--- src/rtl/rpnc_pkg.sv ---
package rpnc_pkg;

  localparam int STACK_DEPTH = 10;
  localparam int MAX_DIGITS  = 10;

  localparam int CNT_W   = $clog2(STACK_DEPTH + 1);
  localparam int DIG_W   = $clog2(MAX_DIGITS + 2);
  localparam int DEPTH_W = 4;

  localparam logic [2:0] ST_OK        = 3'd0;
  localparam logic [2:0] ST_FULL      = 3'd1;
  localparam logic [2:0] ST_BADCHAR   = 3'd2;
  localparam logic [2:0] ST_DIGITS    = 3'd3;
  localparam logic [2:0] ST_UNDERFLOW = 3'd4;

  typedef struct packed {
    logic [7:0] char_code;
    logic       token_end;
    logic       expr_end;
  } in_item_t;

  typedef struct packed {
    logic [2:0]         status;
    logic signed [31:0] answer;
    logic [DEPTH_W-1:0] depth;
    logic               total_valid;
  } out_item_t;

  // push: shift down and write top; combine: replace top two by value
  typedef struct packed {
    logic        push;
    logic        combine;
    logic [31:0] value;
  } stk_cmd_t;

endpackage

--- src/rtl/rpnc_stack.sv ---
module rpnc_stack
  import rpnc_pkg::*;
(
  input  logic        clk,
  input  stk_cmd_t    cmd,
  output logic [31:0] top,
  output logic [31:0] second
);

  // entry[0] is the top of stack; only entry[0] and entry[1] are read, each at a fixed place
  logic [31:0] entry [STACK_DEPTH];

  genvar i;
  for (i = 0; i < STACK_DEPTH; i++) begin : g_entry
    if (i == 0) begin : g_top
      always_ff @(posedge clk) begin
        if (cmd.push || cmd.combine) begin
          entry[0] <= cmd.value;
        end
      end
    end else if (i == STACK_DEPTH - 1) begin : g_bottom
      always_ff @(posedge clk) begin
        if (cmd.push) begin
          entry[i] <= entry[i-1];
        end
      end
    end else begin : g_mid
      always_ff @(posedge clk) begin
        if (cmd.push) begin
          entry[i] <= entry[i-1];
        end else if (cmd.combine) begin
          entry[i] <= entry[i+1];
        end
      end
    end
  end

  assign top    = entry[0];
  assign second = entry[1];

endmodule

--- src/rtl/rpnc_core.sv ---
module rpnc_core
  import rpnc_pkg::*;
(
  input  logic      clk,
  input  logic      rst,
  input  logic      en,
  input  in_item_t  item,
  output out_item_t res
);

  typedef enum logic [1:0] {TK_START, TK_NUM, TK_OP, TK_BAD} kind_t;
  typedef enum logic [1:0] {OP_NONE, OP_ADD, OP_SUB, OP_MUL} op_t;

  localparam logic [7:0] CH_PLUS  = 8'h2B;
  localparam logic [7:0] CH_MINUS = 8'h2D;
  localparam logic [7:0] CH_TIMES = 8'h78;
  localparam logic [7:0] CH_ZERO  = 8'h30;
  localparam logic [7:0] CH_NINE  = 8'h39;

  kind_t            token_kind,   token_kind_next;
  op_t              pending_op,   pending_op_next;
  logic [31:0]      number_accum, number_accum_next;
  logic [DIG_W-1:0] digit_count,  digit_count_next;
  logic [2:0]       error_code,   error_code_next;
  logic [31:0]      last_answer,  last_answer_next;
  logic [CNT_W-1:0] stack_count,  stack_count_next;

  stk_cmd_t    cmd;
  logic [31:0] top, second;
  logic [31:0] alu;
  logic [31:0] accum_mac;
  logic        is_digit;
  logic        etok;
  op_t         op_sel;

  rpnc_stack u_stack (
    .clk    (clk),
    .cmd    (cmd),
    .top    (top),
    .second (second)
  );

  assign etok     = item.token_end | item.expr_end;
  assign is_digit = (item.char_code >= CH_ZERO) && (item.char_code <= CH_NINE);
  // accum * 10 + digit, wrapping at 32 bits
  assign accum_mac = {number_accum[28:0], 3'b000} + {number_accum[30:0], 1'b0}
                   + {28'd0, item.char_code[3:0]};

  // operator of the token this item belongs to
  always_comb begin
    op_sel = pending_op;
    if (token_kind == TK_START) begin
      case (item.char_code)
        CH_PLUS:  op_sel = OP_ADD;
        CH_MINUS: op_sel = OP_SUB;
        CH_TIMES: op_sel = OP_MUL;
        default:  op_sel = OP_NONE;
      endcase
    end
  end

  always_comb begin
    case (op_sel)
      OP_ADD:  alu = second + top;
      OP_SUB:  alu = second - top;
      default: alu = second * top;
    endcase
  end

  always_comb begin
    token_kind_next   = token_kind;
    pending_op_next   = pending_op;
    number_accum_next = number_accum;
    digit_count_next  = digit_count;
    error_code_next   = error_code;
    last_answer_next  = last_answer;
    stack_count_next  = stack_count;
    cmd               = '0;

    // once an error is latched, characters only end tokens
    if (error_code == ST_OK) begin
      if (token_kind == TK_START) begin
        case (item.char_code)
          CH_PLUS:  begin token_kind_next = TK_OP; pending_op_next = OP_ADD; end
          CH_MINUS: begin token_kind_next = TK_OP; pending_op_next = OP_SUB; end
          CH_TIMES: begin token_kind_next = TK_OP; pending_op_next = OP_MUL; end
          default:  token_kind_next = TK_NUM;
        endcase
      end
      if (token_kind_next == TK_NUM || token_kind_next == TK_BAD) begin
        if (digit_count <= DIG_W'(MAX_DIGITS)) begin
          digit_count_next = digit_count + DIG_W'(1);
        end
        if (is_digit) begin
          if (token_kind_next == TK_NUM) begin
            number_accum_next = accum_mac;
          end
        end else begin
          token_kind_next = TK_BAD;
        end
      end
      if (etok) begin
        if (token_kind_next == TK_OP) begin
          if (stack_count < CNT_W'(2)) begin
            error_code_next = ST_UNDERFLOW;
          end else begin
            cmd.combine      = en;
            cmd.value        = alu;
            stack_count_next = stack_count - CNT_W'(1);
            last_answer_next = alu;
          end
        end else if (digit_count_next > DIG_W'(MAX_DIGITS)) begin
          error_code_next = ST_DIGITS;
        end else if (token_kind_next == TK_BAD) begin
          error_code_next = ST_BADCHAR;
        end else if (stack_count >= CNT_W'(STACK_DEPTH)) begin
          error_code_next = ST_FULL;
        end else begin
          cmd.push         = en;
          cmd.value        = number_accum_next;
          stack_count_next = stack_count + CNT_W'(1);
        end
      end
    end

    res.status      = error_code_next;
    res.answer      = $signed(last_answer_next);
    res.depth       = DEPTH_W'(stack_count_next);
    res.total_valid = item.expr_end && (error_code_next == ST_OK);

    if (etok) begin
      token_kind_next   = TK_START;
      pending_op_next   = OP_NONE;
      number_accum_next = '0;
      digit_count_next  = '0;
    end
    if (item.expr_end) begin
      stack_count_next = '0;
      last_answer_next = '0;
      error_code_next  = ST_OK;
    end
  end

  always_ff @(posedge clk) begin
    if (rst) begin
      token_kind   <= TK_START;
      pending_op   <= OP_NONE;
      number_accum <= '0;
      digit_count  <= '0;
      error_code   <= ST_OK;
      last_answer  <= '0;
      stack_count  <= '0;
    end else if (en) begin
      token_kind   <= token_kind_next;
      pending_op   <= pending_op_next;
      number_accum <= number_accum_next;
      digit_count  <= digit_count_next;
      error_code   <= error_code_next;
      last_answer  <= last_answer_next;
      stack_count  <= stack_count_next;
    end
  end

endmodule

--- src/rtl/rpn_stack_calculator_top.sv ---
// Reverse-Polish integer calculator, one ASCII character per item.
// Input channel char_*: char_code plus token_end / expr_end flags; expr_end
// also ends the current token. Output channel res_*: one item per input item
// with sticky status, the latest operator answer, the stack depth and
// total_valid on a clean end of expression.
// Both channels: an item moves on a clock edge with valid high and stall low.
// An accepted character is held in an input register and its result is
// registered on the next edge the output is free. Throughput: one character
// per cycle while res_stall is low; the parser, the stack shift and the
// 32x32 multiply all finish between the input and result registers.
// When res_stall holds a waiting result, the input register keeps at most one
// more character and char_stall rises until the result is taken.
// Reset (rst, synchronous) empties both registers, clears the stack count,
// the answer, the error code and the token state. Stack contents are not
// cleared; an entry is only read after it was pushed.
module rpn_stack_calculator_top
  import rpnc_pkg::*;
(
  input  logic      clk,
  input  logic      rst,
  input  logic      char_valid,
  output logic      char_stall,
  input  in_item_t  char_item,
  output logic      res_valid,
  input  logic      res_stall,
  output out_item_t res_item
);

  logic      pend_valid;
  in_item_t  pend_item;
  logic      advance;
  logic      take;
  out_item_t core_res;

  assign advance    = pend_valid && (!res_valid || !res_stall);
  assign char_stall = pend_valid && !advance;
  assign take       = char_valid && !char_stall;

  rpnc_core u_core (
    .clk  (clk),
    .rst  (rst),
    .en   (advance),
    .item (pend_item),
    .res  (core_res)
  );

  always_ff @(posedge clk) begin
    if (rst) begin
      pend_valid <= 1'b0;
      res_valid  <= 1'b0;
    end else begin
      pend_valid <= take || (pend_valid && !advance);
      res_valid  <= advance || (res_valid && res_stall);
    end
    if (take) begin
      pend_item <= char_item;
    end
    if (advance) begin
      res_item <= core_res;
    end
  end

endmodule

--- config.mk ---
export PLATFORM = sky130hd
export DESIGN_NAME = rpn_stack_calculator_top
export DESIGN_NICKNAME = d
export VERILOG_FILES = /design/src/rtl/rpnc_pkg.sv /design/src/rtl/rpnc_stack.sv /design/src/rtl/rpnc_core.sv /design/src/rtl/rpn_stack_calculator_top.sv
export SDC_FILE = /design/constraint.sdc
export NUM_CORES = 2
export LEC_CHECK = 0
export BUFFER_PORTS_ARGS = -buffer_cell sky130_fd_sc_hd__buf_4
export CAP_MARGIN = 40
export CORE_MARGIN = 8
export CORE_UTILIZATION = 45
export CTS_BUF_LIST = sky130_fd_sc_hd__clkbuf_4 sky130_fd_sc_hd__clkbuf_8 sky130_fd_sc_hd__clkbuf_16
export DETAILED_ROUTE_END_ITERATION = 8
export GPL_TIMING_DRIVEN = 0
export PLACE_DENSITY_LB_ADDON = 0.15
export SETUP_SLACK_MARGIN = 0.05
export SLEW_MARGIN = 20
export SYNTH_ARGS = -nofsm -noshare
export SYNTH_HDL_FRONTEND = slang
export SYNTH_SLANG_ARGS = --single-unit
--- constraint.sdc ---
create_clock -name clk -period 22 [get_ports clk]
set_clock_uncertainty 0.15 [all_clocks]
set_input_delay 5.5 -clock clk [delete_from_list [all_inputs] [get_ports clk]]
set_output_delay 5.5 -clock clk [all_outputs]
set_load 0.005 [all_outputs]
==> flow_summary_export.csv <==
group,metric,value,unit
cells_and_area,drive_gt1_share,5.54,%
routing,drt_drc_violations_left,0,
logic_synthesis,synth_async_sr_flop_share,0,%
cts,post_cts.resized_instances,0,
cts,clkTransAtPathRegs,60,ps
cts,h_tree_depth_reported_by_cts,2,
sta,max_slew_margin,36.8,%
cells_and_area,synthToLayoutAreaGrowth,10.9,%
cts,cts.hold.buffers_added,0,
logic_synthesis,dominant_synthesized_flop_cell,"edfxtp_1",
worst_setup_path,timing.critical_path.fanout_max,3,
worst_setup_path,end_kind,"primary output",
logic_synthesis,synth_area_leaders,"edfxtp_1 29%, fa_1 21%, nand2_1 11%",
cells_and_area,final_net_count,4942,
power,cellLeakagePower,19.0,nW
routing,routed_wire_length_per_instance,23.0,microns
floorplanning,design.core.area,85100,sq um
sta,tns,0,ps
placed_design,port-buffer-count,55,
logic_synthesis,ys_ff_latch,450,
logic_synthesis,synthDistinctLibCells,81,
global_route,grt_first_pass_wirelength,189000,microns
worst_setup_path,worst-endpoint-required,16350,ps
logic_synthesis,post_synth.cell_area_avg,9.34,sq um
cts,cts-buffers-inserted,43,
worst_setup_path,worst-endpoint-arrival,5940,ps
logic_synthesis,synth_edf_count,370,
floorplanning,io_pins,56,
global_route,first_global_vias,29731,
floorplanning,fp-row-count,107,
global_route,grt_usage,26.2,%
routing,viasPerCell,5.46,
floorplanning,floorplan.initialDensity,45.4,%
global_route,met1_usage,36.2,%
routing,drt_iter0_drc,2608,
global_route,grtUsageMet2,41.9,%
logic_synthesis,postSynthCellCount,4143,
power,power_density,53.0,nW/um^2
cts,post_cts_buffers,0,
global_route,antenna_found_initial,6,
logic_synthesis,ys.warnings.count,0,
worst_setup_path,r2r-end,"res_item[33]",
logic_synthesis,netlist_area,38700,sq um
global_route,globalRouteOverflowTotal,0,
logic_synthesis,syn-num-nets,4788,
placed_design,dp_hpwl,100000,microns
min_path,worstHoldPathType,"reg2reg",
cts,cts_tree,"yes",
cells_and_area,fillerInstances,8151,
sta,max_freq,0.0863,GHz
logic_synthesis,ys_seq_area_share,32.9,%
worst_setup_path,cp-endpoint,"char_stall",
routing,routed-via-count,29894,
sta,final.min_clock_period,11590,ps
cts,clockBufferDepth,3,
placed_design,dp_worst_setup_slack,10410,ps
worst_setup_path,r2r.worst_path.cells,24,
sta,finalHoldViolations,0,
floorplanning,chipWidth,309,microns
worst_setup_path,timing.setup.critical_path_class,"in2out",
run,max_cap_viols,0,
worst_setup_path,rrSetupSlack,12490,ps
routing,number_of_iterations_in_the_first_detailed_routing_pass,5,
sta,setup_viol,0,
global_route,grt_max_degree,50,
cts,root_buffer,"clkbuf_16",
global_route,globalRouteMet3Util,3.20,%
worst_setup_path,reg_to_reg_startpoint,"u_core.u_stack.entry[0][5]",
cts,clkLatencyLatePin,580,ps
sta,setup_ws,10410,ps
sta,final_max_slew_viol_count,0,
worst_setup_path,critPathLaunch,"res_stall",
power,ir_worst_vdd,64.6,uV
worst_setup_path,cp_launch_type,"primary input",
routing,routed_wirelength,126000,microns
logic_synthesis,synth.top_cell.area_share,28.7,%
floorplanning,dieArea,95600,sq um
floorplanning,die_height,309,microns
routing,antenna_violating_nets_post_route,0,
sta,timing.final.crit_share,52.7,%
sta,tightestPinTransition,948,ps
sta,rsz0062_at_grt,"false",
cts,clock-sinks,450,
logic_synthesis,synth_top_area_cell,"edfxtp_1",
placed_design,finalWeightedCongestion,0.989,
outcome,run_status,"finished clean",
global_route,grt_busiest_layer,"met2",
[logic make-up (layout without fill, tap and decap cells)]
group,Yosys count,after routing,synth area share (%)
buffers and inverters,648,837,6.39
adder cells (fa/ha/maj),631,631,28.4
AND/OR/NAND/NOR,1765,1765,20.3
flip-flops,450,450,32.9
AO/OA/AOI/OAI,494,494,8.46
multiplexers,15,15,0.395
other,0,2,0
XOR/XNOR,140,140,3.21
[where the power goes]
| part | internal (mW) | total [mW] | leakage (nW) | switching, mW |
|---|---|---|---|---|
| clock network | 0.439 | 0.776 | 0.723 | 0.337 |
| logic | 0.208 | 0.576 | 14.3 | 0.369 |
| registers | 0.917 | 0.922 | 4.02 | 0.00458 |
[Yosys cell counts (6+ instances only)]
| cell | instances |
|---|---|
| or2_2 | 7 |
| and3_1 | 13 |
| inv_1 | 434 |
| a221oi_1 | 6 |
| clkbuf_1 | 175 |
| o31ai_1 | 10 |
| dfxtp_1 | 80 |
| nand2_1 | 1109 |
| a22oi_1 | 22 |
| nor2b_1 | 12 |
| nor2_1 | 149 |
| nor3_1 | 41 |
| o211a_1 | 6 |
| xnor2_1 | 115 |
| buf_2 | 32 |
| a31oi_1 | 22 |
| o21ai_1 | 31 |
| xor2_1 | 24 |
| and2_1 | 322 |
| a21o_1 | 43 |
| o21ai_0 | 86 |
| fa_1 | 411 |
| edfxtp_1 | 370 |
| nor4_1 | 9 |
| o22ai_1 | 13 |
| a2bb2oi_1 | 8 |
| a211o_1 | 6 |
| nand3b_1 | 8 |
| mux2i_1 | 13 |
| a21oi_1 | 108 |
| o31a_1 | 8 |
| ha_1 | 220 |
| o211ai_1 | 17 |
| nor3b_1 | 6 |
| nand2b_1 | 11 |
| o21bai_1 | 9 |
| a21boi_0 | 6 |
| nand3_1 | 35 |
| a211oi_1 | 18 |
| o21a_1 | 27 |
| or3_1 | 21 |
| buf_1 | 6 |
| nand4_1 | 8 |
[worst min path at each step]
stage / slack [ps] / startpoint / to / cells after the start
after floorplan: 270 / u_core.last_answer[23] / u_core.last_answer[23] / 2
after global placement: 280 / u_core.u_stack.entry[4][15] / u_core.u_stack.entry[4][47] / 0
after detailed placement: 280 / u_core.u_stack.entry[4][2] / u_core.u_stack.entry[4][34] / 0
after CTS: 300 / u_core.u_stack.entry[4][25] / u_core.u_stack.entry[4][57] / 0
after global routing: 300 / u_core.u_stack.entry[4][23] / u_core.u_stack.entry[4][55] / 0
final: 290 / u_core.u_stack.entry[4][25] / u_core.u_stack.entry[4][57] / 0
[sequential cells by signal (all words and copies together) (netlist names)]
register	count
u_core.last_answer	32
pend_item	10
u_core.token_kind	2
u_core.number_accum	31
u_core.digit_count	4
u_core.pending_op	2
u_core.stack_count	4
pend_valid	1
u_core.error_code	3
res_valid	1
res_item	40
u_core.u_stack.entry	320
[cell usage in the layout, fill, tap and decap left out, drive strengths merged, types with 108 or more instances in the layout]
cell / count
nand2: 1109
inv: 438
fa: 411
edfxtp: 370
and2: 323
clkbuf: 228
ha: 220
nor2: 149
buf: 147
o21ai: 117
xnor2: 115
a21oi: 108
[layout make-up]
class	instances	area, sq um	area share [%]
clock buffer	53	1160	2.70
multi-input combinational	3045	23500	54.8
inverter	435	1630	3.81
clock inverter	27	304	0.709
antenna	2	5.00	0.0117
tap	1144	1430	3.34
sequential	450	12700	29.6
buffer	213	843	1.97
timing repair buffer	109	1300	3.02
[critical path, stage by stage]
cell and delay (ps):
buf_4 120, and3_1 180, buf_4 140
[routing by layer]
metal	vias up	part of all wire, %	routed length, microns
li1	13714	-	-
met1	14894	43	54200
met2	1032	45	57000
met3	248	6.9	8690
met4	6	4.6	5850
met5	-	0.037	46
[stage by stage]
stage | hold slack [ps] | instances | area (sq um) | utilization [%] | total power, mW
2_1_floorplan | 275 | 4143 | 38700 | - | 1.30
3_3_place_gp | 278 | 5342 | 40500 | 47.6 | 1.50
3_5_place_dp | 282 | 5392 | 41400 | 48.6 | 1.50
4_1_cts | 297 | 5472 | 42900 | 50.3 | 2.27
5_1_grt | 302 | 5476 | 42900 | 50.4 | 2.35
6_report | 293 | 5478 | 42900 | 50.4 | 2.27
(Power assumes the default switching activity.)
